### src/design/csl_pkg.sv
// Shared constants, token codes and character-class helpers for the C subset lexer.
// No dependencies; c_subset_lexer refers to it by scoped names.
package csl_pkg;

    // Lexeme length cap: the length output is 8 bits wide.
    localparam int unsigned MAX_LEXEME_LEN = 255;
    localparam logic [7:0]  LEN_CAP = (MAX_LEXEME_LEN < 255) ? 8'(MAX_LEXEME_LEN) : 8'd255;

    localparam int unsigned NUM_KW = 13;

    // Token codes (keywords are 0..NUM_KW-1, taken from the table index).
    localparam logic [5:0] TOK_IDENT  = 6'd13;
    localparam logic [5:0] TOK_INT    = 6'd14;
    localparam logic [5:0] TOK_CHR    = 6'd15;
    localparam logic [5:0] TOK_STR    = 6'd16;
    localparam logic [5:0] TOK_PLUS   = 6'd17;
    localparam logic [5:0] TOK_MINUS  = 6'd18;
    localparam logic [5:0] TOK_STAR   = 6'd19;
    localparam logic [5:0] TOK_SLASH  = 6'd20;
    localparam logic [5:0] TOK_LT     = 6'd21;
    localparam logic [5:0] TOK_LE     = 6'd22;
    localparam logic [5:0] TOK_GT     = 6'd23;
    localparam logic [5:0] TOK_GE     = 6'd24;
    localparam logic [5:0] TOK_EQ     = 6'd25;
    localparam logic [5:0] TOK_NE     = 6'd26;
    localparam logic [5:0] TOK_ASSIGN = 6'd27;
    localparam logic [5:0] TOK_SEMI   = 6'd28;
    localparam logic [5:0] TOK_COMMA  = 6'd29;
    localparam logic [5:0] TOK_LPAREN = 6'd30;
    localparam logic [5:0] TOK_RPAREN = 6'd31;
    localparam logic [5:0] TOK_LBRACK = 6'd32;
    localparam logic [5:0] TOK_RBRACK = 6'd33;
    localparam logic [5:0] TOK_LBRACE = 6'd34;
    localparam logic [5:0] TOK_RBRACE = 6'd35;
    localparam logic [5:0] TOK_ERR    = 6'd36;
    localparam logic [5:0] TOK_NONE   = 6'd63;

    localparam logic [7:0] CH_SQUOTE = 8'h27;
    localparam logic [7:0] CH_DQUOTE = 8'h22;
    localparam logic [7:0] CH_BANG   = 8'h21;
    localparam logic [7:0] CH_EQUAL  = 8'h3D;
    localparam logic [7:0] CH_UNDER  = 8'h5F;
    localparam logic [7:0] CH_DOT    = 8'h2E;

    // Keyword text, right-justified in 7 bytes; first letter is the highest used byte.
    localparam logic [55:0] KW_TEXT [NUM_KW] = '{
        56'("const"), 56'("int"), 56'("char"), 56'("void"), 56'("main"),
        56'("if"), 56'("else"), 56'("do"), 56'("while"), 56'("for"),
        56'("scanf"), 56'("printf"), 56'("return")
    };
    localparam int unsigned KW_LEN [NUM_KW] = '{5, 3, 4, 4, 4, 2, 4, 2, 5, 3, 5, 6, 6};

    function automatic logic is_alpha(input logic [7:0] c);
        return (c >= "a" && c <= "z") || (c >= "A" && c <= "Z");
    endfunction

    function automatic logic is_digit(input logic [7:0] c);
        return c >= "0" && c <= "9";
    endfunction

    function automatic logic is_ident(input logic [7:0] c);
        return is_alpha(c) || is_digit(c) || c == CH_UNDER;
    endfunction

    function automatic logic [5:0] single_code(input logic [7:0] c);
        logic [5:0] code;
        case (c)
            "+":     code = TOK_PLUS;
            "-":     code = TOK_MINUS;
            "*":     code = TOK_STAR;
            "/":     code = TOK_SLASH;
            "<":     code = TOK_LT;
            ">":     code = TOK_GT;
            "=":     code = TOK_ASSIGN;
            ";":     code = TOK_SEMI;
            ",":     code = TOK_COMMA;
            "(":     code = TOK_LPAREN;
            ")":     code = TOK_RPAREN;
            "[":     code = TOK_LBRACK;
            "]":     code = TOK_RBRACK;
            "{":     code = TOK_LBRACE;
            "}":     code = TOK_RBRACE;
            default: code = TOK_NONE;
        endcase
        return code;
    endfunction

    function automatic logic [5:0] double_code(input logic [7:0] c);
        logic [5:0] code;
        case (c)
            "<":     code = TOK_LE;
            ">":     code = TOK_GE;
            "=":     code = TOK_EQ;
            "!":     code = TOK_NE;
            default: code = TOK_NONE;
        endcase
        return code;
    endfunction

    // Drop every keyword whose character at position p is not c.
    function automatic logic [NUM_KW-1:0] kw_filter(input logic [NUM_KW-1:0] hits,
                                                   input logic [7:0] p,
                                                   input logic [7:0] c);
        logic [NUM_KW-1:0] keep;
        keep = '0;
        for (int k = 0; k < NUM_KW; k++) begin
            for (int i = 0; i < 7; i++) begin
                if (i < KW_LEN[k] && p == 8'(i) &&
                    KW_TEXT[k][8*(KW_LEN[k]-1-i) +: 8] == c) begin
                    keep[k] = 1'b1;
                end
            end
        end
        return hits & keep;
    endfunction

    // Lowest-numbered keyword that matched the whole lexeme, else identifier.
    function automatic logic [5:0] ident_code(input logic [NUM_KW-1:0] hits,
                                              input logic [7:0] cnt);
        logic [5:0] code;
        code = TOK_IDENT;
        for (int k = NUM_KW - 1; k >= 0; k--) begin
            if (hits[k] && cnt == 8'(KW_LEN[k])) begin
                code = 6'(k);
            end
        end
        return code;
    endfunction

endpackage

### src/design/csl_in_if.sv
// Source character channel of the lexer: one byte or one end-of-line mark per beat.
// No dependencies.
interface csl_in_if;
    logic       valid;
    logic       ready;
    logic [7:0] ch;
    logic       line_end;

    modport source (output valid, ch, line_end, input ready);
    modport sink   (input valid, ch, line_end, output ready);
endinterface

### src/design/csl_out_if.sv
// Token channel of the lexer: one token code and lexeme length per beat.
// No dependencies.
interface csl_out_if;
    logic       valid;
    logic       ready;
    logic [5:0] token_code;
    logic [7:0] token_length;

    modport source (output valid, token_code, token_length, input ready);
    modport sink   (input valid, token_code, token_length, output ready);
endinterface

### src/design/c_subset_lexer.sv
// Character-serial lexer for a small C subset, top level.
// Depends on csl_pkg, csl_in_if and csl_out_if.
//
// One source byte (or an end-of-line mark) is taken per beat on i_in, and a token beat
// (code plus lexeme length, quotes excluded, saturating at the smaller of MAX_LEXEME_LEN
// and 255) leaves on o_out when a token is known to have ended, using one character of
// lookahead. A beat carries at most one token. The block takes one beat per clock: a
// beat lands in an input register, the scanner state and keyword match vector update from
// it, and the token goes to an output register that drives o_out. Input is only held back
// when the output register is full and not drained. Spaces and unknown bytes are dropped.
// A digit run followed by a letter or '.', or a quote still open at end of line, yields
// an error token (length 0) and the lexer halts; an empty line halts it silently. Once
// halted, beats are taken and discarded until reset.
module c_subset_lexer #(
    parameter int unsigned MAX_LEXEME_LEN = csl_pkg::MAX_LEXEME_LEN
) (
    input  logic            i_clk,
    input  logic            i_rst_n,
    csl_in_if.sink          i_in,
    csl_out_if.source       o_out
);

    typedef enum logic [6:0] {
        M_IDLE  = 7'b0000001,
        M_IDENT = 7'b0000010,
        M_NUM   = 7'b0000100,
        M_CHR   = 7'b0001000,
        M_STR   = 7'b0010000,
        M_PUNCT = 7'b0100000,
        M_HALT  = 7'b1000000
    } t_mode;

    localparam int unsigned NK = csl_pkg::NUM_KW;

    // length output is 8 bits wide
    localparam logic [7:0] LEN_CAP = (MAX_LEXEME_LEN < 255) ? 8'(MAX_LEXEME_LEN) : 8'd255;

    // input register
    logic        r_in_valid;
    logic [7:0]  r_ch;
    logic        r_eol;

    // scanner state
    t_mode       r_mode,   n_mode;
    logic [NK-1:0] r_hits, n_hits;
    logic [7:0]  r_count,  n_count;
    logic [7:0]  r_pend,   n_pend;
    logic        r_nonempty, n_nonempty;

    // output register
    logic        r_out_valid;
    logic [5:0]  r_code;
    logic [7:0]  r_len;

    logic        w_adv;
    logic        w_res_valid;
    logic [5:0]  w_res_code;
    logic [7:0]  w_res_len;
    logic [7:0]  w_count_inc;
    logic        w_start;

    // state a fresh token would begin with
    t_mode       s_mode;
    logic [NK-1:0] s_hits;
    logic [7:0]  s_count;
    logic [7:0]  s_pend;

    logic [5:0]  w_single;
    logic [5:0]  w_double;

    assign w_adv       = !r_out_valid || o_out.ready;
    assign i_in.ready  = !r_in_valid || w_adv;

    assign w_count_inc = (r_count < LEN_CAP) ? r_count + 8'd1 : r_count;
    assign w_single    = csl_pkg::single_code(r_pend);
    assign w_double    = csl_pkg::double_code(r_pend);

    // token start on the current byte
    always_comb begin
        s_mode  = M_IDLE;
        s_hits  = '0;
        s_count = 8'd0;
        s_pend  = 8'd0;
        if (csl_pkg::is_alpha(r_ch) || r_ch == csl_pkg::CH_UNDER) begin
            s_mode  = M_IDENT;
            s_hits  = csl_pkg::kw_filter({NK{1'b1}}, 8'd0, r_ch);
            s_count = 8'd1;
        end else if (csl_pkg::is_digit(r_ch)) begin
            s_mode  = M_NUM;
            s_count = 8'd1;
        end else if (r_ch == csl_pkg::CH_SQUOTE) begin
            s_mode  = M_CHR;
        end else if (r_ch == csl_pkg::CH_DQUOTE) begin
            s_mode  = M_STR;
        end else if (csl_pkg::single_code(r_ch) != csl_pkg::TOK_NONE ||
                     r_ch == csl_pkg::CH_BANG) begin
            s_mode  = M_PUNCT;
            s_pend  = r_ch;
            s_count = 8'd1;
        end
    end

    // main scan step
    always_comb begin
        n_mode      = r_mode;
        n_hits      = r_hits;
        n_count     = r_count;
        n_pend      = r_pend;
        n_nonempty  = r_nonempty;
        w_res_valid = 1'b0;
        w_res_code  = csl_pkg::TOK_NONE;
        w_res_len   = 8'd0;
        w_start     = 1'b0;

        if (r_mode == M_HALT) begin
            // discard
        end else if (r_eol) begin
            if (!r_nonempty) begin
                n_mode = M_HALT;
            end else begin
                n_nonempty = 1'b0;
                n_mode     = M_IDLE;
                n_count    = 8'd0;
                n_hits     = '0;
                n_pend     = 8'd0;
                case (r_mode)
                    M_IDENT: begin
                        w_res_valid = 1'b1;
                        w_res_code  = csl_pkg::ident_code(r_hits, r_count);
                        w_res_len   = r_count;
                    end
                    M_NUM: begin
                        w_res_valid = 1'b1;
                        w_res_code  = csl_pkg::TOK_INT;
                        w_res_len   = r_count;
                    end
                    M_CHR, M_STR: begin
                        // quote left open
                        w_res_valid = 1'b1;
                        w_res_code  = csl_pkg::TOK_ERR;
                        n_mode      = M_HALT;
                    end
                    M_PUNCT: begin
                        if (w_single != csl_pkg::TOK_NONE) begin
                            w_res_valid = 1'b1;
                            w_res_code  = w_single;
                            w_res_len   = 8'd1;
                        end
                    end
                    default: ;
                endcase
            end
        end else begin
            n_nonempty = 1'b1;
            case (r_mode)
                M_CHR, M_STR: begin
                    if (r_ch == ((r_mode == M_CHR) ? csl_pkg::CH_SQUOTE
                                                   : csl_pkg::CH_DQUOTE)) begin
                        w_res_valid = 1'b1;
                        w_res_code  = (r_mode == M_CHR) ? csl_pkg::TOK_CHR : csl_pkg::TOK_STR;
                        w_res_len   = r_count;
                        n_mode      = M_IDLE;
                        n_count     = 8'd0;
                    end else begin
                        n_count = w_count_inc;
                    end
                end
                M_IDENT: begin
                    if (csl_pkg::is_ident(r_ch)) begin
                        n_hits  = csl_pkg::kw_filter(r_hits, r_count, r_ch);
                        n_count = w_count_inc;
                    end else begin
                        w_res_valid = 1'b1;
                        w_res_code  = csl_pkg::ident_code(r_hits, r_count);
                        w_res_len   = r_count;
                        w_start     = 1'b1;
                    end
                end
                M_NUM: begin
                    if (csl_pkg::is_digit(r_ch)) begin
                        n_count = w_count_inc;
                    end else if (csl_pkg::is_alpha(r_ch) || r_ch == csl_pkg::CH_DOT) begin
                        // malformed number
                        w_res_valid = 1'b1;
                        w_res_code  = csl_pkg::TOK_ERR;
                        n_mode      = M_HALT;
                    end else begin
                        w_res_valid = 1'b1;
                        w_res_code  = csl_pkg::TOK_INT;
                        w_res_len   = r_count;
                        w_start     = 1'b1;
                    end
                end
                M_PUNCT: begin
                    if (r_ch == csl_pkg::CH_EQUAL && w_double != csl_pkg::TOK_NONE) begin
                        w_res_valid = 1'b1;
                        w_res_code  = w_double;
                        w_res_len   = 8'd2;
                        n_mode      = M_IDLE;
                        n_count     = 8'd0;
                        n_pend      = 8'd0;
                    end else begin
                        // lone '!' gives nothing
                        if (w_single != csl_pkg::TOK_NONE) begin
                            w_res_valid = 1'b1;
                            w_res_code  = w_single;
                            w_res_len   = 8'd1;
                        end
                        w_start = 1'b1;
                    end
                end
                default: w_start = 1'b1;
            endcase
            if (w_start) begin
                n_mode  = s_mode;
                n_hits  = s_hits;
                n_count = s_count;
                n_pend  = s_pend;
            end
        end
    end

    always_ff @(posedge i_clk) begin
        if (!i_rst_n) begin
            r_in_valid  <= 1'b0;
            r_out_valid <= 1'b0;
            r_mode      <= M_IDLE;
            r_hits      <= '0;
            r_count     <= 8'd0;
            r_pend      <= 8'd0;
            r_nonempty  <= 1'b0;
        end else begin
            if (i_in.ready) begin
                r_in_valid <= i_in.valid;
            end
            if (r_in_valid && w_adv) begin
                r_mode     <= n_mode;
                r_hits     <= n_hits;
                r_count    <= n_count;
                r_pend     <= n_pend;
                r_nonempty <= n_nonempty;
            end
            if (w_adv) begin
                r_out_valid <= r_in_valid && w_res_valid;
            end
        end
    end

    // payload registers
    always_ff @(posedge i_clk) begin
        if (i_in.ready && i_in.valid) begin
            r_ch  <= i_in.ch;
            r_eol <= i_in.line_end;
        end
        if (w_adv && r_in_valid && w_res_valid) begin
            r_code <= w_res_code;
            r_len  <= w_res_len;
        end
    end

    assign o_out.valid        = r_out_valid;
    assign o_out.token_code   = r_code;
    assign o_out.token_length = r_len;

    // once halted, stays halted
    a_halt_sticky: assert property (@(posedge i_clk) disable iff (!i_rst_n)
        r_mode == M_HALT |=> r_mode == M_HALT)
        else $error("lexer left halt state");

    // halted lexer never raises a new token
    a_halt_quiet: assert property (@(posedge i_clk) disable iff (!i_rst_n)
        (r_mode == M_HALT && !r_out_valid) |=> !r_out_valid)
        else $error("token emitted while halted");

    // error tokens carry no length
    a_err_len: assert property (@(posedge i_clk) disable iff (!i_rst_n)
        (r_out_valid && r_code == csl_pkg::TOK_ERR) |-> r_len == 8'd0)
        else $error("error token with nonzero length");

    // length counter saturates at the cap
    a_count_cap: assert property (@(posedge i_clk) disable iff (!i_rst_n)
        r_count <= LEN_CAP)
        else $error("lexeme count above cap");

    // keyword match vector lives only inside an identifier
    a_hits_ident: assert property (@(posedge i_clk) disable iff (!i_rst_n)
        r_hits != '0 |-> r_mode == M_IDENT)
        else $error("keyword hits outside identifier");

endmodule
### src/flat_wrapper.sv
// flat-port wrapper written by rule: the top's interface ports become plain ports
module c_subset_lexer_flat 
#(
    parameter int unsigned MAX_LEXEME_LEN = csl_pkg::MAX_LEXEME_LEN
)
  (i_clk, i_rst_n, i_in_valid, i_in_ch, i_in_line_end, i_in_ready, o_out_valid, o_out_token_code, o_out_token_length, o_out_ready);
  csl_in_if i_in_i ();
  csl_out_if o_out_i ();
  input  logic i_clk;
  input  logic i_rst_n;
  input wire logic [$bits(i_in_i.valid)-1:0] i_in_valid;
  input wire logic [$bits(i_in_i.ch)-1:0] i_in_ch;
  input wire logic [$bits(i_in_i.line_end)-1:0] i_in_line_end;
  output wire logic [$bits(i_in_i.ready)-1:0] i_in_ready;
  output wire logic [$bits(o_out_i.valid)-1:0] o_out_valid;
  output wire logic [$bits(o_out_i.token_code)-1:0] o_out_token_code;
  output wire logic [$bits(o_out_i.token_length)-1:0] o_out_token_length;
  input wire logic [$bits(o_out_i.ready)-1:0] o_out_ready;
  assign i_in_i.valid = i_in_valid;
  assign i_in_i.ch = i_in_ch;
  assign i_in_i.line_end = i_in_line_end;
  assign i_in_ready = i_in_i.ready;
  assign o_out_valid = o_out_i.valid;
  assign o_out_token_code = o_out_i.token_code;
  assign o_out_token_length = o_out_i.token_length;
  assign o_out_i.ready = o_out_ready;
  c_subset_lexer #(.MAX_LEXEME_LEN(MAX_LEXEME_LEN)) u_core (.i_clk(i_clk), .i_rst_n(i_rst_n), .i_in(i_in_i), .o_out(o_out_i));
endmodule
### config.mk
export PLATFORM = sky130hd
export DESIGN_NAME = c_subset_lexer_flat
export DESIGN_NICKNAME = d
export VERILOG_FILES = /design/src/design/csl_pkg.sv /design/src/design/csl_in_if.sv /design/src/design/csl_out_if.sv /design/src/design/c_subset_lexer.sv /design/src/flat_wrapper.sv
export SDC_FILE = /design/constraint.sdc
export NUM_CORES = 1
export LEC_CHECK = 0
export ABC_CLOCK_PERIOD_IN_PS = 4050
export BUFFER_PORTS_ARGS = -buffer_cell sky130_fd_sc_hd__buf_2
export CAP_MARGIN = 10
export CORE_MARGIN = 2
export CORE_UTILIZATION = 34
export DETAILED_ROUTE_END_ITERATION = 10
export PLACE_DENSITY = 0.59
export SYNTH_ARGS = -nofsm -noshare
export SYNTH_HDL_FRONTEND = slang
export SYNTH_SLANG_ARGS = --single-unit
### constraint.sdc
create_clock -name i_clk -period 4.05 [get_ports i_clk]
set_input_delay 0.81 -clock i_clk [delete_from_list [all_inputs] [get_ports i_clk]]
set_output_delay 0.81 -clock i_clk [all_outputs]
set_load 0.01 [all_outputs]
==> summary.txt, run 1 <==
Outcome
  • Status: complete, no violations

Logic synthesis
  • Synth top cells by count: nand2_1, a21oi_1, dfxtp_1
  • Synth top area cells: dfxtp_1, edfxtp_1, a21oi_1
  • Post-synth EDFFs: 23
  • Register area share after synthesis: 33.2%
  • Post-synth top area share: 17.6%
  • Synthesized area: 4430 µm²
  • Netlist cell types: 80
  • Post-synth top area cell: dfxtp_1
  • Cells after Synth: 542
  • Syn. warnings: 0
  • Net Count, Synth: 559
  • Asr flop ratio synth: 0%
  • Flops & latches, synth: 62
  • Syn avg cell area: 8.18 µm²
  • Top FF cell, synth: dfxtp_1
  • Most common cell in the netlist: nand2_1

Detailed routing
  • Post-route DRC: 0
  • Iter 0 DRT Violations: 431
  • Initial DRT Pass Iterations: 5
  • DRT antenna net count: 0
  • DR vias/cell: 6.06
  • DR vias: 4,459
  • Final wirelength: 13,900 µm
  • Detail-routed net length per standard cell: 18.8 µm

Timing
  • Fin Hold WS: 0.462 ns
  • Clock Skew: 0.00708 ns
  • Setup TNS: 0 ns
  • Fin crit share: 83.1%
  • Crit path time final: 3.37 ns
  • FMAX: 297 MHz
  • Final setup vio count: 0
  • Final Max Slew Viols: 0
  • Max transition margin: 26.4%
  • Worst-Margin Slew: 1.09 ns
  • Final hold vios: 0
  • Unrepaired setup endpoints after global routing: false

Setup path
  • Kind of end point of the critical path: register
  • R2R Path Start: u_core.r_mode[3]$_SDFFE_PN0P_
  • Worst r2r dst: u_core.o_out.token_code[0]$_SDFFCE_PP1P_
  • CP max-delay cell: or4b_1
  • Startpoint types: register
  • Critical path type: register to register
  • Worst path cell trace: or4_4, or4b_1, or3_4, a21o_4, nand3b_1, a31oi_1, or4_1
  • CP startpoint: u_core.r_mode[3]$_SDFFE_PN0P_
  • Reg2Reg Setup Slack: 0.68 ns
  • Max stage delay on crit path: 0.66 ns
  • Crit path DAT: 3.45 ns
  • Max Fanout on Critical Path: 14
  • FF-to-FF path depth: 7
  • Crit path required time: 4.13 ns
  • Setup crit end: u_core.o_out.token_code[0]$_SDFFCE_PP1P_

CTS
  • Clk pin slew, worst setup/hold paths: 0.05 ns
  • Clock Path Buffers: 2
  • Post-CTS setup buffers: 0
  • CTS tree: built
  • H-tree depth: 3
  • CTS sink cnt: 62
  • Clk_lat worst skew: 0.34 ns
  • Clock Tree Root: clkbuf_16
  • # resized after CTS: 0
  • CTS Hold Buffers Added: 0
  • CTS buffer count: 9

Global routing
  • Initial antenna violation count: 0
  • Pin count of the biggest net entering global routing: 27
  • Total gr overflow: 0
  • Via count of the first global-routing pass: 4,105
  • First-pass GRT wire length: 22,100 µm
  • Total track usage: 19.9%

Power
  • Clock Power Share: 48.1%
  • Switch Pwr: 0.000376 W
  • Max VDD drop: 0.290 mV
  • LEAKAGE: 1.69 nW
  • Sequential Power Share: 43.9%
  • Comb pwr share: 8.0%
  • Switching power share of the total: 24.0%
  • Pint: 0.00119 W
  • Power per cell area: 312 nW/µm²

Floorplanning
  • Die W: 118 µm
  • Die height: 118 µm
  • Ports: 29
  • Core Box Area: 12,700 µm²
  • Initial core utilization: 35.0%
  • Row Count: 41
  • Die Area: 14,000 µm²

Run
  • Max_cap viols: 0

Finish
  • Fillers: 1,316
  • Final Non-Filler Cells: 736
  • ANT cells: 0
  • Layout cell share with drive strength beyond 1: 12.6%
  • Net count, final: 576
  • Area delta synth->final: 13.1%

Placement
  • Placed instance count: 720
  • HPWL after DPL: 10,300 µm
  • GPL Wtd Cong: 0.985
  • PortBufs: 28

Min path
  • Hold Path Class: register to register
-- worst min path at each step --
stage                              startpoint                             end  slack [ns]  cells past startpoint
6_report       u_core.r_hits[12]$_SDFFE_PN0P_  u_core.r_hits[12]$_SDFFE_PN0P_        0.46                      2
5_1_grt         u_core.r_hits[9]$_SDFFE_PN0P_   u_core.r_hits[9]$_SDFFE_PN0P_        0.48                      2
4_1_cts         u_core.r_hits[9]$_SDFFE_PN0P_   u_core.r_hits[9]$_SDFFE_PN0P_        0.46                      2
3_5_place_dp    u_core.r_hits[9]$_SDFFE_PN0P_   u_core.r_hits[9]$_SDFFE_PN0P_        0.45                      2
3_3_place_gp    u_core.r_hits[9]$_SDFFE_PN0P_   u_core.r_hits[9]$_SDFFE_PN0P_        0.45                      2
2_1_floorplan   u_core.r_hits[9]$_SDFFE_PN0P_   u_core.r_hits[9]$_SDFFE_PN0P_        0.43                      2
-- power by group through the flow --
stage	Clock [W]	Sequential, W	Combinational [W]
2_1_floorplan	0	0.000675	0.000107
3_3_place_gp	0	0.000698	0.000121
3_5_place_dp	0	0.000699	0.000122
4_1_cts	0.000766	0.000686	0.000122
5_1_grt	0.000794	0.000690	0.000135
6_report	0.000752	0.000687	0.000125
-- through the flow --
| stage | area [µm²] | power (W) | setup slack (ns) | util (%) |
|---|---|---|---|---|
| floorplan | 4430 | 0.000782 | 0.960 | - |
| global placement | 4720 | 0.000820 | 0.749 | 37.3 |
| detailed placement | 4720 | 0.000821 | 0.716 | 37.3 |
| CTS | 5010 | 0.00157 | 0.713 | 39.6 |
| global route | 5010 | 0.00162 | 0.581 | 39.6 |
| finish | 5010 | 0.00156 | 0.683 | 39.6 |
-- placed cells by master, fill, tap and decap left out, types with 4 or more instances in the layout --
master	instances
o32ai_1	5
nor2b_1	14
or3_1	7
o21ai_0	23
o31ai_1	5
o221ai_1	4
o211ai_1	5
ha_1	4
inv_1	19
and4_1	5
o2111ai_1	5
nor3_1	11
a21oi_1	41
nand2_1	51
or4_1	4
and2_1	14
edfxtp_1	23
nand4_1	18
nor2_1	27
a22oi_1	14
nand3_1	26
nand3b_1	7
a21o_1	4
o22ai_1	15
a31oi_1	12
and3_1	12
nand2b_1	9
buf_4	14
dfxtp_1	39
a22o_1	9
buf_2	28
clkbuf_16	9
o21a_1	5
-- worst max-delay path, delay by kind of cell (launching register included) --
kind / cells / cell delay, ns
AO/OA/AOI/OAI: 2 / 0.39
flip-flops: 1 / 0.34
AND/OR/NAND/NOR: 5 / 2.38
-- registers in the layout (all words and copies together) (netlist names) --
register	count
u_core.o_out.token_code	6
u_core.r_in_valid	1
u_core.r_count	8
u_core.r_nonempty	1
u_core.r_pend	8
u_core.r_eol	1
u_core.r_ch	8
u_core.o_out.token_length	8
u_core.r_mode	7
u_core.r_hits	13
u_core.o_out.valid	1
-- area by class of cell --
cell class	count	area (µm²)	share of cell area [%]
Sequential cell	62	1470	29.4
Clock buffer	11	243	4.84
Timing Repair Buffer	42	245	4.89
Clock inverter	5	48.8	0.974
Inverter	19	71.3	1.42
Tap cell	172	215	4.29
Multi-Input combinational cell	425	2720	54.2
-- layer usage --
layer	GRT usage [%]	vias to the layer above	wire length, µm
met2	30.1	173	6260
li1	-	2134	-
met5	0	-	0
met3	5.07	24	888
met4	8.58	0	331
met1	26.6	2128	6380
-- cells by family after synthesis --
| group | Yosys count | synth area share [%] |
|---|---|---|
| xor+xnor | 4 | 0.790 |
| compound gates | 182 | 29.0 |
| buf+inv | 55 | 5.50 |
| mux | 2 | 0.452 |
| simple gates | 233 | 30.0 |
| fa+ha+maj | 4 | 1.13 |
| flops | 62 | 33.2 |
Note: power is estimated with default switching activity, not from simulation.
==> run 2: changes to the inputs <==
--- a/config.mk
+++ b/config.mk
@@ -5,13 +5,13 @@
 export SDC_FILE = /design/constraint.sdc
 export NUM_CORES = 1
 export LEC_CHECK = 0
-export ABC_CLOCK_PERIOD_IN_PS = 4050
+export ABC_CLOCK_PERIOD_IN_PS = 2900
 export BUFFER_PORTS_ARGS = -buffer_cell sky130_fd_sc_hd__buf_2
 export CAP_MARGIN = 10
 export CORE_MARGIN = 2
 export CORE_UTILIZATION = 34
 export DETAILED_ROUTE_END_ITERATION = 10
-export PLACE_DENSITY = 0.59
+export PLACE_DENSITY = 0.61
 export SYNTH_ARGS = -nofsm -noshare
 export SYNTH_HDL_FRONTEND = slang
 export SYNTH_SLANG_ARGS = --single-unit
==> constraint.sdc (replaced) <==
create_clock -name i_clk -period 2.9 [get_ports i_clk]
set_input_delay 0.58 -clock i_clk [delete_from_list [all_inputs] [get_ports i_clk]]
set_output_delay 0.58 -clock i_clk [all_outputs]
set_load 0.01 [all_outputs]
==> run 2 against run 1 <==
  * Wire length up 8.3%
  * Global-route usage grew 1.7 points
  * Combinational power rose by 97%
  * Hold slack worse by 0.053 ns
  * Sequential power up 37%
  * Sequential share of layout area decreased by 2.7 points
  * Count of clock-buffer cells in the layout is 2 lower
  * Critical endpoint unchanged
  * Largest power group unchanged
  * Highest routed layer unchanged
==> summary.txt, run 2 (synthesized netlist as in run 1, its figures left out) <==
Global routing
  • Total gr overflow: 0 (unchanged)
  • Via count of the first global-routing pass: 4,474 (was 4,105)
  • Pin count of the biggest net entering global routing: 16 (was 27)
  • Total track usage: 21.6% (was 19.9%)
  • First-pass GRT wire length: 24,000 µm (was 22,100 µm)
  • Initial antenna violation count: 0 (unchanged)

Setup path
  • Startpoint types: register (unchanged)
  • CP max-delay cell: or4_4 (was or4b_1)
  • Max Fanout on Critical Path: 4 (was 14)
  • Crit path DAT: 2.98 ns (was 3.45 ns)
  • Max stage delay on crit path: 0.54 ns (was 0.66 ns)
  • Critical path type: register to register (unchanged)
  • Crit path required time: 2.98 ns (was 4.13 ns)
  • Kind of end point of the critical path: register (unchanged)
  • Worst path cell trace: or4_4, or4b_4, or3_4, a21o_4, nand3b_1, a31oi_1, or4_1 (was or4_4, or4b_1, or3_4, a21o_4, nand3b_1, a31oi_1, or4_1)

Floorplanning
  • Die height: 118 µm (unchanged)
  • Initial core utilization: 35.0% (unchanged)
  • Die Area: 14,000 µm² (unchanged)
  • Die W: 118 µm (unchanged)
  • Row Count: 41 (unchanged)
  • Core Box Area: 12,700 µm² (unchanged)
  • Ports: 29 (unchanged)

Power
  • Switch Pwr: 0.000597 W (was 0.000376 W)
  • LEAKAGE: 2.00 nW (was 1.69 nW)
  • Pint: 0.00177 W (was 0.00119 W)
  • Power per cell area: 428 nW/µm² (was 312 nW/µm²)
  • Switching power share of the total: 25.2% (was 24.0%)
  • Sequential Power Share: 39.8% (was 43.9%)
  • Comb pwr share: 10.4% (was 8.0%)
  • Max VDD drop: 0.342 mV (was 0.290 mV)
  • Clock Power Share: 49.8% (was 48.1%)

CTS
  • Clk_lat worst skew: 0.35 ns (was 0.34 ns)
  • Clk pin slew, worst setup/hold paths: 0.06 ns (was 0.05 ns)
  • CTS sink cnt: 62 (unchanged)
  • CTS buffer count: 9 (unchanged)
  • H-tree depth: 3 (unchanged)
  • CTS tree: built (unchanged)
  • Clock Tree Root: clkbuf_16 (unchanged)
  • Clock Path Buffers: 2 (unchanged)

Detailed routing
  • Post-route DRC: 0 (unchanged)
  • Final wirelength: 15,000 µm (was 13,900 µm)
  • DR vias/cell: 6.10 (was 6.06)
  • Iter 0 DRT Violations: 524 (was 431)
  • DR vias: 4,803 (was 4,459)
  • DRT antenna net count: 0 (unchanged)
  • Detail-routed net length per standard cell: 19.1 µm (was 18.8 µm)
  • Initial DRT Pass Iterations: 6 (was 5)

Finish
  • Net count, final: 627 (was 576)
  • Final Non-Filler Cells: 787 (was 736)
  • Fillers: 1,264 (was 1,316)
  • ANT cells: 0 (unchanged)
  • Layout cell share with drive strength beyond 1: 22.9% (was 12.6%)
  • Final instance area: 5530 µm² (was 5010 µm²)
  • Largest register FFs: 13 (unchanged)
  • Largest register by flop count: u_core.r_hits (unchanged)
  • Commonest non-fill, non-tap cell in the layout: buf_4 (was nand2_1)
  • Area delta synth->final: 24.7% (was 13.1%)
  • Commonest non-fill, non-tap cells in the layout: buf_4, nand2_1, a21oi_1, dfxtp_1, buf_2 (was nand2_1, a21oi_1, dfxtp_1, buf_2, nor2_1)

Timing
  • Final setup vio count: 0 (unchanged)
  • Fin Hold WS: 0.408 ns (was 0.462 ns)
  • Fin crit share: 99.9% (was 83.1%)
  • Crit path time final: 2.90 ns (was 3.37 ns)
  • Unrepaired setup endpoints after global routing: true (was false)
  • Max transition margin: 52.7% (was 26.4%)
  • Worst-Margin Slew: 0.702 ns (was 1.09 ns)
  • Clock Skew: 0.00798 ns (was 0.00708 ns)
  • Final Max Slew Viols: 0 (unchanged)
  • FMAX: 345 MHz (was 297 MHz)
  • Setup TNS: 0 ns (unchanged)
  • Final hold vios: 0 (unchanged)

Placement
  • Placed cell areas: 5040 µm² (was 4720 µm²)
  • Placed instance count: 762 (was 720)
  • HPWL after DPL: 11,100 µm (was 10,300 µm)
  • PortBufs: 28 (unchanged)
  • GPL Wtd Cong: 0.984 (was 0.985)

Outcome
  • Status: complete, no violations (unchanged)

Min path
  • Hold Path Class: input pin to register (was register to register)

Run
  • Max_cap viols: 0 (unchanged)
-- run 2: changes by cell type in the layout (fill, tap and decap cells not counted), sizes merged --
cell      delta
clkbuf       -2
clkinv       -1
bufinv       +1
buf         +50
inv          +1
nand3b       +1
clkinvlp     +1
-- run 2: critical path: cells and delay by family, from the launching register on --
| kind | cells | cell delay [ns] |
|---|---|---|
| AOI/OAI and AO/OA | 2 | 0.31 |
| DFF | 1 | 0.32 |
| and+or+nand+nor | 5 | 1.99 |
-- run 2: worst paths after layout --
kind	depth (start not counted)	endpoint	from	slack (ns)
hold / removal	1	u_core.r_ch[2]$_DFFE_PP_	i_in_ch[2]	0.41
hold reg to reg	2	u_core.r_hits[9]$_SDFFE_PN0P_	u_core.r_hits[9]$_SDFFE_PN0P_	0.45
setup / recovery	7	u_core.o_out.token_code[0]$_SDFFCE_PP1P_	u_core.r_mode[6]$_SDFFE_PN0P_	0.004
setup reg to reg	7	u_core.o_out.token_code[0]$_SDFFCE_PP1P_	u_core.r_mode[6]$_SDFFE_PN0P_	0.004
-- run 2: what timing repair did --
action,4_1_cts,5_1_grt
gates resized for setup,3,17
setup buffers,2,6
gates cloned,0,1
hold buffers,0,0
pin swaps,1,4
setup endpoints to repair,23,42
-- run 2: cell type report --
class / count / area (µm²) / area share (%)
Multi-Input combinational cell: 426 / 2820 / 51.0
Sequential cell: 62 / 1470 / 26.6
Timing Repair Buffer: 92 / 624 / 11.3
Clock buffer: 9 / 225 / 4.07
Tap cell: 172 / 215 / 3.89
Clock inverter: 7 / 97.6 / 1.77
Inverter: 19 / 71.3 / 1.29
-- run 2: layer usage --
layer / part of all wire, % / GRT usage, % / vias up / wire (µm)
met3: 6.1 / 3.91 / 53 / 911
li1: - / - / 2229 / -
met4: 4.0 / 11.0 / 0 / 594
met1: 45 / 29.4 / 2258 / 6780
met5: 0 / 0 / - / 0
met2: 45 / 32.6 / 263 / 6730
-- run 2: power groups by stage --
stage	registers, W	clock network (W)	logic [W]
floorplan	0.000943	0	0.000150
global placement	0.000960	0	0.000217
detailed placement	0.000961	0	0.000217
CTS	0.000943	0.00119	0.000219
global route	0.000946	0.00123	0.000264
finish	0.000943	0.00118	0.000246
-- run 2: per-stage QoR --
stage | util [%] | setup WS (ns) | power (W)
after detailed placement | 39.8 | -0.0877 | 0.00118
after global placement | 39.8 | -0.0603 | 0.00118
after CTS | 42.5 | 0.0209 | 0.00235
final | 43.6 | 0.00395 | 0.00237
after floorplan | - | -0.121 | 0.00109
after global routing | 43.6 | -0.0583 | 0.00244
==> run 3: changes to the inputs <==
--- a/config.mk
+++ b/config.mk
@@ -8,10 +8,12 @@
 export ABC_CLOCK_PERIOD_IN_PS = 2900
 export BUFFER_PORTS_ARGS = -buffer_cell sky130_fd_sc_hd__buf_2
 export CAP_MARGIN = 10
+export CELL_PAD_IN_SITES_DETAIL_PLACEMENT = 1
+export CELL_PAD_IN_SITES_GLOBAL_PLACEMENT = 2
 export CORE_MARGIN = 2
 export CORE_UTILIZATION = 34
 export DETAILED_ROUTE_END_ITERATION = 10
-export PLACE_DENSITY = 0.61
+export PLACE_DENSITY = 0.86
 export SYNTH_ARGS = -nofsm -noshare
 export SYNTH_HDL_FRONTEND = slang
 export SYNTH_SLANG_ARGS = --single-unit
==> run 3 against run 2 <==
  * Fmax is 0.60% lower
  * Combinational power hardly changed
  * Hold slack better by 0.0089 ns
  * Final area is 0.61% higher
  * Highest routed layer unchanged
  * Non-clock buffer count is 3 higher
  * Sequential cell count stayed put
  * Global-route usage is 1.0 points higher
  * First-iteration DRC count is 29% lower
  * Critical endpoint is now u_core.r_hits[11]$_SDFFE_PN0P_
  * The run now ends with negative setup slack left
  * Largest power group unchanged
  * Via count is 0.90% lower
  * Critical path type unchanged
==> summary.txt, run 3 (synthesized netlist as in run 1, its figures left out) <==
Finish
  • Area delta synth->final: 25.5% (was 24.7%)
  • Largest register by flop count: u_core.r_hits (unchanged)
  • Final Non-Filler Cells: 789 (was 787)
  • Largest register FFs: 13 (unchanged)
  • Fillers: 1,547 (was 1,264)
  • Commonest non-fill, non-tap cells in the layout: buf_4, nand2_1, a21oi_1, dfxtp_1, buf_2 (unchanged)
  • Net count, final: 629 (was 627)
  • Layout cell share with drive strength beyond 1: 23.8% (was 22.9%)
  • ANT cells: 0 (unchanged)
  • Commonest non-fill, non-tap cell in the layout: buf_4 (unchanged)

Floorplanning
  • Ports: 29 (unchanged)
  • Die height: 118 µm (unchanged)
  • Die W: 118 µm (unchanged)
  • Row Count: 41 (unchanged)
  • Die Area: 14,000 µm² (unchanged)
  • Initial core utilization: 35.0% (unchanged)
  • Core Box Area: 12,700 µm² (unchanged)

CTS
  • CTS tree: built (unchanged)
  • Clock Path Buffers: 2 (unchanged)
  • CTS sink cnt: 62 (unchanged)
  • CTS buffer count: 9 (unchanged)
  • Clk_lat worst skew: 0.34 ns (was 0.35 ns)
  • Clock Tree Root: clkbuf_16 (unchanged)
  • Clk pin slew, worst setup/hold paths: 0.05 ns (was 0.06 ns)
  • H-tree depth: 3 (unchanged)

Placement
  • HPWL after DPL: 12,100 µm (was 11,100 µm)
  • Placed instance count: 769 (was 762)
  • GPL Wtd Cong: 0.964 (was 0.984)
  • Post-placement worst setup slack: -0.0698 ns (was -0.0877 ns)
  • PortBufs: 28 (unchanged)

Detailed routing
  • Iter 0 DRT Violations: 373 (was 524)
  • DR vias/cell: 6.03 (was 6.10)
  • DRT antenna net count: 0 (unchanged)
  • Post-route DRC: 0 (unchanged)
  • DR vias: 4,760 (was 4,803)
  • Final wirelength: 15,900 µm (was 15,000 µm)
  • Detail-routed net length per standard cell: 20.1 µm (was 19.1 µm)
  • Initial DRT Pass Iterations: 5 (was 6)

Min path
  • Hold Path Origin: i_in_ch[5] (was i_in_ch[2])
  • Hold path depth: 1 (unchanged)
  • Hold Path Class: input pin to register (unchanged)
  • Hold endpoint: u_core.r_ch[5]$_DFFE_PP_ (was u_core.r_ch[2]$_DFFE_PP_)

Setup path
  • R2R Path Start: u_core.r_mode[6]$_SDFFE_PN0P_ (unchanged)
  • Crit path required time: 3.16 ns (was 2.98 ns)
  • Kind of end point of the critical path: register (unchanged)
  • Critical path type: register to register (unchanged)
  • Crit path DAT: 3.17 ns (was 2.98 ns)
  • Startpoint types: register (unchanged)
  • Max Fanout on Critical Path: 5 (was 4)
  • FF-to-FF path depth: 9 (was 7)
  • Reg2Reg Setup Slack: -0.01 ns (was 0.004 ns)
  • Worst r2r dst: u_core.r_hits[11]$_SDFFE_PN0P_ (was u_core.o_out.token_code[0]$_SDFFCE_PP1P_)

Timing
  • Worst-Margin Slew: 0.676 ns (was 0.702 ns)
  • Clock Skew: 0.00685 ns (was 0.00798 ns)
  • Final hold vios: 0 (unchanged)
  • Final Max Slew Viols: 0 (unchanged)
  • FMAX: 343 MHz (was 345 MHz)
  • Setup ws final: -0.0134 ns (was 0.00395 ns)
  • Unrepaired setup endpoints after global routing: true (unchanged)
  • Fin crit share: 100% (was 99.9%)
  • Setup TNS: -0.0193 ns (was 0 ns)
  • Crit path time final: 2.91 ns (was 2.90 ns)
  • Final setup vio count: 2 (was 0)
  • Max transition margin: 54.5% (was 52.7%)

Power
  • Max VDD drop: 0.435 mV (was 0.342 mV)
  • Power per cell area: 436 nW/µm² (was 428 nW/µm²)
  • LEAKAGE: 2.01 nW (was 2.00 nW)

Outcome
  • Failing checks: negative setup slack
  • Status: finished, violations left (was complete, no violations)

Global routing
  • Total track usage: 22.6% (was 21.6%)
  • First-pass GRT wire length: 25,400 µm (was 24,000 µm)
  • Via count of the first global-routing pass: 4,758 (was 4,474)
  • Pin count of the biggest net entering global routing: 16 (unchanged)
  • Initial antenna violation count: 0 (unchanged)
  • Total gr overflow: 0 (unchanged)

Run
  • Max_cap viols: 0 (unchanged)
## run 3: cell count changes in the layout (fill, tap and decap cells not counted), sizes merged
cell | previous run | this run
buf | 92 | 95
nand3b | 9 | 8
clkinv | 2 | 3
inv | 20 | 19
bufinv | 2 | 3
clkinvlp | 2 | 1
## run 3: per-stage QoR
stage	hold slack (ns)	utilization [%]	total power [W]	cell area [µm²]
after floorplan	0.429	-	0.00109	4450
after global placement	0.453	40.2	0.00118	5090
after detailed placement	0.452	40.2	0.00119	5090
after CTS	0.411	43.1	0.00241	5460
after global routing	0.412	43.9	0.00249	5560
final	0.417	43.9	0.00243	5560
## run 3: how the worst max path moves through the flow
stage,start,to,slack [ns],cells after the start
after floorplan,u_core.r_mode[6]$_SDFFE_PN0P_,u_core.o_out.token_code[0]$_SDFFCE_PP1P_,-0.12,8
after global placement,u_core.r_mode[6]$_SDFFE_PN0P_,u_core.o_out.token_code[0]$_SDFFCE_PP1P_,0.006,7
after detailed placement,u_core.r_mode[6]$_SDFFE_PN0P_,u_core.r_hits[3]$_SDFFE_PN0P_,-0.07,8
after CTS,u_core.r_mode[6]$_SDFFE_PN0P_,u_core.o_out.token_code[0]$_SDFFCE_PP1P_,-0.007,7
after global routing,u_core.r_mode[6]$_SDFFE_PN0P_,u_core.r_hits[4]$_SDFFE_PN0P_,-0.1,9
final,u_core.r_mode[6]$_SDFFE_PN0P_,u_core.r_hits[11]$_SDFFE_PN0P_,-0.01,9
## run 3: area by class of cell
cell class                 instances  area [µm²]  share of cell area, %
multi-input combinational        425        2810                   50.6
clock inverter                     7         113                   2.02
sequential                        62        1470                   26.5
inverter                          19        71.3                   1.28
tap                              172         215                   3.87
clock buffer                       9         225                   4.05
timing repair buffer              95         651                   11.7
## run 3: worst max-delay path, stage by stage, from the launching register on
cell and delay (ns):
dfxtp_2 0.31, or4_4 0.55, or4b_4 0.51, or3_4 0.35, buf_4 0.15, o21a_4 0.21
nor4b_4 0.33, buf_6 0.18, a22oi_1 0.07, o22ai_1 0.15
## run 3: repair_timing
action,CTS,global route
pin swaps,0,12
cloned,0,1
buffers inserted,0,3
hold buffers,0,0
setup endpoints to repair,13,42
gates resized for setup,7,17
## run 3: where the power goes
part           internal [W]  switching [W]  total [W]
clock network      0.000833       0.000397    0.00123
registers          0.000917      0.0000299   0.000947
logic              0.000102       0.000146   0.000248
total               0.00185       0.000573    0.00243
## run 3: per-layer routing
layer | wire length [µm] | global-route usage, % | part of all wire, %
met5 | 0 | 0 | 0
met4 | 419 | 9.11 | 2.6
met3 | 804 | 4.49 | 5.1
met2 | 7300 | 35.8 | 46
met1 | 7340 | 30.2 | 46
